File: src/design/bounded_double_ended_queue_assert.svh
// ----------------------------------------------------------------------------
// Bounded double-ended queue assertion macros
// Concurrent assertion wrappers for the queue; empty when ASSERT_OFF is set.
// ----------------------------------------------------------------------------
`ifndef BOUNDED_DOUBLE_ENDED_QUEUE_ASSERT_SVH
`define BOUNDED_DOUBLE_ENDED_QUEUE_ASSERT_SVH

`ifndef ASSERT_OFF

// same-cycle implication
`define BDQ_ASSERT_IMPLY(label, clk, rst, ante, cons) \
   label: assert property (@(posedge clk) disable iff (rst) (ante) |-> (cons)) \
      else $error("bdq assertion failed: same-cycle implication");

// next-cycle implication
`define BDQ_ASSERT_NEXT(label, clk, rst, ante, cons) \
   label: assert property (@(posedge clk) disable iff (rst) (ante) |=> (cons)) \
      else $error("bdq assertion failed: next-cycle implication");

`else

`define BDQ_ASSERT_IMPLY(label, clk, rst, ante, cons)
`define BDQ_ASSERT_NEXT(label, clk, rst, ante, cons)

`endif

`endif

File: src/design/bdq_pkg.sv
// ----------------------------------------------------------------------------
// Bounded double-ended queue package
// Action and status codes, default depth and the beat payload types.
// ----------------------------------------------------------------------------
package bdq_pkg;

   localparam int DEPTH_DEFAULT = 32;
   localparam int DATA_W        = 32;
   localparam int ACTION_W      = 3;
   localparam int STATUS_W      = 2;

   localparam logic [ACTION_W-1:0] ACT_PUSH_FRONT = 3'd0;
   localparam logic [ACTION_W-1:0] ACT_PUSH_BACK  = 3'd1;
   localparam logic [ACTION_W-1:0] ACT_POP_FRONT  = 3'd2;
   localparam logic [ACTION_W-1:0] ACT_POP_BACK   = 3'd3;
   localparam logic [ACTION_W-1:0] ACT_DISPLAY    = 3'd4;

   localparam logic [STATUS_W-1:0] ST_OK    = 2'd0;
   localparam logic [STATUS_W-1:0] ST_EMPTY = 2'd1;
   localparam logic [STATUS_W-1:0] ST_FULL  = 2'd2;

   typedef struct packed {
      logic [ACTION_W-1:0]      action;
      logic signed [DATA_W-1:0] value;
   } req_type;

   typedef struct packed {
      logic signed [DATA_W-1:0] item_value;
      logic [STATUS_W-1:0]      status;
      logic                     last;
   } rsp_type;

endpackage

File: src/design/bdq_ram.sv
// ----------------------------------------------------------------------------
// Bounded double-ended queue entry RAM
// Simple dual-port RAM, one write and one registered read port.
// ----------------------------------------------------------------------------
module bdq_ram #(
   parameter int WIDTH = 32,
   parameter int DEPTH = 32,
   localparam int ADDR_W = $clog2(DEPTH)
) (
   input  logic              clock,
   input  logic              wr_en,
   input  logic [ADDR_W-1:0] wr_addr,
   input  logic [WIDTH-1:0]  wr_data,
   input  logic              rd_en,
   input  logic [ADDR_W-1:0] rd_addr,
   output logic [WIDTH-1:0]  rd_data
);

   logic [WIDTH-1:0] mem_ff [DEPTH];
   logic [WIDTH-1:0] rd_data_ff;

   always_ff @(posedge clock) begin
      if (wr_en) begin
         mem_ff[wr_addr] <= wr_data;
      end
      if (rd_en) begin
         rd_data_ff <= mem_ff[rd_addr];
      end
   end

   assign rd_data = rd_data_ff;

endmodule

File: src/design/bounded_double_ended_queue.sv
// ----------------------------------------------------------------------------
// Bounded double-ended queue
// Ring of DEPTH signed entries in a RAM with a front index and entry count.
// ----------------------------------------------------------------------------
// channel  ports                       handshake
// request  start, busy, req_payload    beat taken when start and not busy
// response rsp_valid, rsp_payload      one-cycle strobe, no back-pressure
//
// Push: busy stays low. Pop: busy through state S_POP while the RAM read
// completes. Display of N entries: one RAM read per entry on the single
// read port. Empty and full give a status response; unused actions give none.
// Synchronous reset empties the queue; RAM contents are not cleared.
// The response side cannot stall; each result shows for exactly one cycle.
// ----------------------------------------------------------------------------
`include "bounded_double_ended_queue_assert.svh"

module bounded_double_ended_queue import bdq_pkg::*; #(
   parameter int DEPTH = DEPTH_DEFAULT
) (
   input  logic    clock,
   input  logic    reset,
   input  logic    start,
   input  req_type req_payload,
   output logic    busy,
   output logic    rsp_valid,
   output rsp_type rsp_payload
);

   localparam int IDX_W = $clog2(DEPTH);
   localparam int CNT_W = $clog2(DEPTH + 1);

   localparam logic [CNT_W:0]   DEPTH_SUM = (CNT_W + 1)'(DEPTH);
   localparam logic [CNT_W-1:0] DEPTH_CNT = CNT_W'(DEPTH);
   localparam logic [IDX_W-1:0] LAST_IDX  = IDX_W'(DEPTH - 1);

   localparam logic [1:0] S_IDLE = 2'd0;
   localparam logic [1:0] S_POP  = 2'd1;
   localparam logic [1:0] S_DISP = 2'd2;

   logic [1:0]       state_ff, state_in;
   logic [IDX_W-1:0] front_ff, front_in;
   logic [CNT_W-1:0] count_ff, count_in;
   logic [CNT_W-1:0] offset_ff, offset_in;
   logic             rsp_valid_ff, rsp_valid_in;
   rsp_type          rsp_ff, rsp_in;

   logic              accept;
   logic              full;
   logic              empty;
   logic              is_push;
   logic [CNT_W-1:0]  ring_off;
   logic [CNT_W:0]    ring_sum;
   logic [CNT_W:0]    ring_wrap;
   logic [IDX_W-1:0]  ring_pos;
   logic [IDX_W-1:0]  front_dec;
   logic [IDX_W-1:0]  front_inc;
   logic              wr_en;
   logic [IDX_W-1:0]  wr_addr;
   logic              rd_en;
   logic [IDX_W-1:0]  rd_addr;
   logic [DATA_W-1:0] rd_data;

   assign busy    = (state_ff != S_IDLE);
   assign accept  = start && !busy;
   assign full    = (count_ff == DEPTH_CNT);
   assign empty   = (count_ff == '0);
   assign is_push = (req_payload.action == ACT_PUSH_FRONT) ||
                    (req_payload.action == ACT_PUSH_BACK);

   // position offset places after the front, wrapped round the ring
   always_comb begin
      if (state_ff == S_DISP) begin
         ring_off = offset_ff;
      end else if (req_payload.action == ACT_POP_BACK) begin
         ring_off = count_ff - 1'b1;
      end else begin
         ring_off = count_ff;
      end
   end

   assign ring_sum  = (CNT_W + 1)'(front_ff) + (CNT_W + 1)'(ring_off);
   assign ring_wrap = (ring_sum >= DEPTH_SUM) ? ring_sum - DEPTH_SUM : ring_sum;
   assign ring_pos  = ring_wrap[IDX_W-1:0];
   assign front_dec = (front_ff == '0) ? LAST_IDX : front_ff - 1'b1;
   assign front_inc = (front_ff == LAST_IDX) ? '0 : front_ff + 1'b1;

   always_comb begin
      state_in     = state_ff;
      front_in     = front_ff;
      count_in     = count_ff;
      offset_in    = offset_ff;
      rsp_valid_in = 1'b0;
      rsp_in       = rsp_ff;
      wr_en        = 1'b0;
      wr_addr      = ring_pos;
      rd_en        = 1'b0;
      rd_addr      = ring_pos;

      case (state_ff)
         S_IDLE: begin
            if (accept) begin
               case (req_payload.action)
                  ACT_PUSH_FRONT, ACT_PUSH_BACK: begin
                     rsp_valid_in = 1'b1;
                     if (full) begin
                        rsp_in = '{item_value: '0, status: ST_FULL, last: 1'b1};
                     end else begin
                        wr_en = 1'b1;
                        if (req_payload.action == ACT_PUSH_FRONT) begin
                           wr_addr  = front_dec;
                           front_in = front_dec;
                        end
                        count_in = count_ff + 1'b1;
                        rsp_in   = '{item_value: '0, status: ST_OK, last: 1'b1};
                     end
                  end
                  ACT_POP_FRONT, ACT_POP_BACK: begin
                     if (empty) begin
                        rsp_valid_in = 1'b1;
                        rsp_in = '{item_value: '0, status: ST_EMPTY, last: 1'b1};
                     end else begin
                        rd_en = 1'b1;
                        if (req_payload.action == ACT_POP_FRONT) begin
                           rd_addr  = front_ff;
                           front_in = front_inc;
                        end
                        count_in = count_ff - 1'b1;
                        state_in = S_POP;
                     end
                  end
                  ACT_DISPLAY: begin
                     if (empty) begin
                        rsp_valid_in = 1'b1;
                        rsp_in = '{item_value: '0, status: ST_EMPTY, last: 1'b1};
                     end else begin
                        rd_en     = 1'b1;
                        rd_addr   = front_ff;
                        offset_in = CNT_W'(1);
                        state_in  = S_DISP;
                     end
                  end
                  default: begin
                  end
               endcase
            end
         end
         S_POP: begin
            rsp_valid_in = 1'b1;
            rsp_in       = '{item_value: signed'(rd_data), status: ST_OK, last: 1'b1};
            state_in     = S_IDLE;
         end
         S_DISP: begin
            rsp_valid_in = 1'b1;
            rsp_in       = '{item_value: signed'(rd_data), status: ST_OK,
                             last: (offset_ff == count_ff)};
            if (offset_ff == count_ff) begin
               state_in = S_IDLE;
            end else begin
               rd_en     = 1'b1;
               offset_in = offset_ff + 1'b1;
            end
         end
         default: begin
            state_in = S_IDLE;
         end
      endcase
   end

   always_ff @(posedge clock) begin
      if (reset) begin
         state_ff     <= S_IDLE;
         front_ff     <= '0;
         count_ff     <= '0;
         offset_ff    <= '0;
         rsp_valid_ff <= 1'b0;
      end else begin
         state_ff     <= state_in;
         front_ff     <= front_in;
         count_ff     <= count_in;
         offset_ff    <= offset_in;
         rsp_valid_ff <= rsp_valid_in;
      end
      rsp_ff <= rsp_in;
   end

   bdq_ram #(
      .WIDTH (DATA_W),
      .DEPTH (DEPTH)
   ) u_entry_ram (
      .clock   (clock),
      .wr_en   (wr_en),
      .wr_addr (wr_addr),
      .wr_data (req_payload.value),
      .rd_en   (rd_en),
      .rd_addr (rd_addr),
      .rd_data (rd_data)
   );

   assign rsp_valid   = rsp_valid_ff;
   assign rsp_payload = rsp_ff;

   `BDQ_ASSERT_NEXT(a_pop_result, clock, reset, state_ff == S_POP, rsp_valid && rsp_payload.last)
   `BDQ_ASSERT_NEXT(a_disp_result, clock, reset, state_ff == S_DISP, rsp_valid)
   `BDQ_ASSERT_NEXT(a_push_count, clock, reset, accept && is_push && !full, count_ff == $past(count_ff) + 1'b1)
   `BDQ_ASSERT_IMPLY(a_count_bound, clock, reset, 1'b1, count_ff <= DEPTH_CNT)

endmodule
File: config.mk
export PLATFORM = sky130hd
export DESIGN_NAME = bounded_double_ended_queue
export DESIGN_NICKNAME = d
export VERILOG_FILES = /design/src/design/bdq_pkg.sv /design/src/design/bdq_ram.sv /design/src/design/bounded_double_ended_queue.sv
export VERILOG_INCLUDE_DIRS = /design/src /design/src/design
export SDC_FILE = /design/constraint.sdc
export NUM_CORES = 2
export LEC_CHECK = 0
export ABC_AREA = 1
export BUFFER_PORTS_ARGS = -buffer_cell sky130_fd_sc_hd__buf_2
export CAP_MARGIN = 5
export CORE_MARGIN = 2
export CORE_UTILIZATION = 25
export DETAILED_ROUTE_END_ITERATION = 8
export MAX_ROUTING_LAYER = met4
export PLACE_DENSITY = 0.48
export SLEW_MARGIN = 30
export SYNTH_ARGS = -nofsm -noshare
export SYNTH_HDL_FRONTEND = slang
export SYNTH_SLANG_ARGS = --single-unit
export TNS_END_PERCENT = 1
File: constraint.sdc
create_clock -name clock -period 5.8 [get_ports clock]
set_clock_uncertainty 0.1 [all_clocks]
set_input_delay 0.29 -clock clock [delete_from_list [all_inputs] [get_ports clock]]
set_output_delay 0.29 -clock clock [all_outputs]
set_load 0.02 [all_outputs]
==> qor.yml <==
cells_and_area:
  postLayoutCoreUtil_pct: 29.3
  nNetsFinal: 4499
  layout_cells_sized_above_1_pct: 9.26
  n_fill_cell: 19560
  finish.instance_area_sq_um: 56500
  layout-area-overhead-vs-synth_pct: 16.4
clock_tree:
  htree_levels: 3
  tritoncts: "done"
  clk_pin_slew_worst_setup_hold_paths_ns: 0.06
  cts_buffers: 121
  clk_root_buffer_cell: "clkbuf_16"
  post_cts.resized_instances: 0
  cts_post_setup_buffers_inserted: 0
  hold_buffers: 15
  cts_max_path_buffers: 3
  cts_sinks: 1111
  clock_insertion_delay_at_the_later_pin_of_the_skew_report_ns: 0.77
grt:
  track_usage_pct: 15.5
  first_pass_grt_wire_length_mm: 221
  antenna_found_initial: 7
  maximum_number_of_pins_on_one_net_before_global_route_repair: 143
  grt.overflow.total: 0
  vias_in_the_first_global_route: 31131
worst_setup_path:
  timing.critical_path.required_ns: 6.07
  startpoint_type: "flop"
  crit_path_start: "state_ff[0]"
  regToRegSetupSlack_ns: 0.69
  r2r_cells: 17
  worst_r2r_startpoint: "state_ff[0]"
  critical_path_destination: "u_entry_ram.mem_ff[26][4]"
  crit_path_max_fanout: 19
  cp-end-kind: "flop"
  cp.arrival_ns: 5.38
  crit_type: "flop to flop"
  regToRegEndpoint: "u_entry_ram.mem_ff[26][4]"
synth:
  synth.cells.most_frequent: "nand2_1, edfxtp_1, nand3_1"
  synthCells: 4393
  synth.most_common_cell: "nand2_1"
  ys_dominant_reg_cell: "edfxtp_1"
  synthesis.nets: 4447
  syn_avg_cell_area_sq_um: 11.1
  async_reset_ff_share_pct: 0
  netlist.top_cell.by_area: "edfxtp_1"
  postSynthRegisterBits: 1111
  number_of_synthesized_flops_with_an_enable_pin: 1091
  yosys_warnings: 0
  synthesis.area_sq_um: 48500
  seq_area_frac_synth_pct: 68.3
  ys_types: 39
  synth_area_leaders: "edfxtp_1, nand3_1, nand2_1, nand3b_1, inv_1"
  yosysTopAreaCellShare_pct: 67.5
timing:
  rsz0062_at_grt: "no"
  report.final.hold_viol_count: 0
  setup_tns_ns: 0
  timing.fmax_mhz: 196
  timing.final.setup_violations: 0
  timing.final.crit_period_ns: 5.11
  fin_crit_sh_pct: 88.0
  hold_slack_ns: 0.0424
  slew_violations: 0
  worst_slew_margin_rel_pct: 31.0
  worst_slew_pin_slew_ns: 1.02
worst_hold_path:
  path_class_of_the_lowest_slack_min_delay_path: "primary input to flop"
power_and_ir_drop:
  p_leak_nw: 21.2
  p_total_mw: 27.4
  power-per-cell-area_nw_per_um2: 484
  worst_ir_drop_vdd_v: 0.000699
placement:
  gp_congestion: 0.820
  placement.cell_area_sq_um: 52400
  hpwlAfterDp_mm: 86.0
  place.port_buffers: 74
route:
  drc: 0
  drt-wirelength-per-cell_um: 21.5
  drt_iter0_drc: 3254
  detail_route.vias_per_cell: 4.59
  detailroute.via_count: 32448
  number_of_routed_nets_with_antenna_violations: 0
  detailed_routing_iteration_count_for_the_pre_antenna_repair_pass: 6
  route.final.wire_length_mm: 152
outcome:
  run_status: "finished, final reports clean"
die:
  rows: 161
  area_of_the_core_sq_um: 193000
  initial_core_util_pct: 25.2
  die_width_um: 445
  pin_count: 75
  die_area_sq_um: 198000
  dieHeight_um: 445
job:
  max_cap_violations: 0
-- worst min-delay path by stage --
stage	slack, ns	depth (start not counted)	to	startpoint
3_3_place_gp	0.43	1	count_ff[0]	count_ff[0]
5_1_grt	0.04	1	u_entry_ram.mem_ff[12][27]	req_payload[27]
3_5_place_dp	0.43	2	count_ff[5]	count_ff[5]
4_1_cts	0.004	1	u_entry_ram.mem_ff[24][14]	req_payload[14]
2_1_floorplan	0.26	1	offset_ff[1]	reset
6_report	0.04	1	u_entry_ram.mem_ff[24][14]	req_payload[14]
-- where the power goes --
group	switching (mW)	internal, mW
clock network	3.27	4.34
logic	7.54	2.75
registers	0.152	9.32
total	11.0	16.4
-- final cells by class --
type / instances / area, sq um / share of cell area [%]
clock buffers: 144 / 3140 / 5.55
repair buffers: 211 / 1940 / 3.44
inverters: 435 / 1640 / 2.91
clock inverters: 81 / 767 / 1.36
diodes: 3 / 7.51 / 0.0133
flip-flops and latches: 1111 / 33200 / 58.7
multi-input cells: 2565 / 12700 / 22.5
well taps: 2526 / 3160 / 5.59
-- cells in the final DEF (no fill, tap or decap), types with 9 or more instances in the layout --
cell,instances
buf_2,74
nor2_4,34
ha_1,15
nand3_1,947
clkinv_2,26
clkbuf_1,22
buf_16,9
o21ai_0,26
dlygate4sd3_1,15
a21oi_1,22
clkinv_1,35
nor3_1,9
xor2_1,12
inv_1,429
nand3b_1,288
buf_4,87
buf_12,26
clkbuf_16,122
dfxtp_1,20
nor2_1,60
edfxtp_1,1091
nand2_1,1104
bufinv_16,11
-- per-layer routing --
metal,vias up,part of all wire (%),GRT usage [%]
met1,16071,44,20.8
met5,-,0,-
met4,0,1.8,3.28
met2,992,47,24.1
met3,174,7.1,3.17
li1,15211,-,-
-- registers in the layout (all words and copies together), names as in the netlist --
signal / count
rsp_valid: 1
u_entry_ram.mem_ff: 1024
offset_ff: 6
front_ff: 5
count_ff: 6
u_entry_ram.rd_data: 32
state_ff: 2
rsp_payload: 35
-- worst max-delay path: stages (launching register included) --
cell     delay (ns)
dfxtp_1        0.33
inv_1          0.10
ha_1           0.45
inv_1          0.23
a31oi_1        0.31
inv_1          0.09
fa_1           0.40
o21ai_0        0.23
xnor2_1        0.15
inv_1          0.06
xor2_1         0.20
inv_1          0.09
nand2_1        0.17
buf_4          0.21
nand2_1        0.12
nand3_1        0.33
nor2_4         0.65
buf_4          0.48
-- through the flow --
step | cells | setup WS, ns
after detailed placement | 6833 | 0.776
after floorplan | 4393 | 1.23
after global routing | 7075 | 0.330
after CTS | 7073 | 0.732
after global placement | 6824 | 0.725
final | 7076 | 0.693
-- kinds of logic after synthesis --
group                    share of synthesized area (%)
AND/OR/NAND/NOR                                   23.9
flip-flops                                        68.3
buffers and inverters                             6.24
AO/OA/AOI/OAI                                    0.861
XOR/XNOR                                         0.289
adder cells (fa/ha/maj)                          0.428
Note: power is estimated with default switching activity, not from simulation.
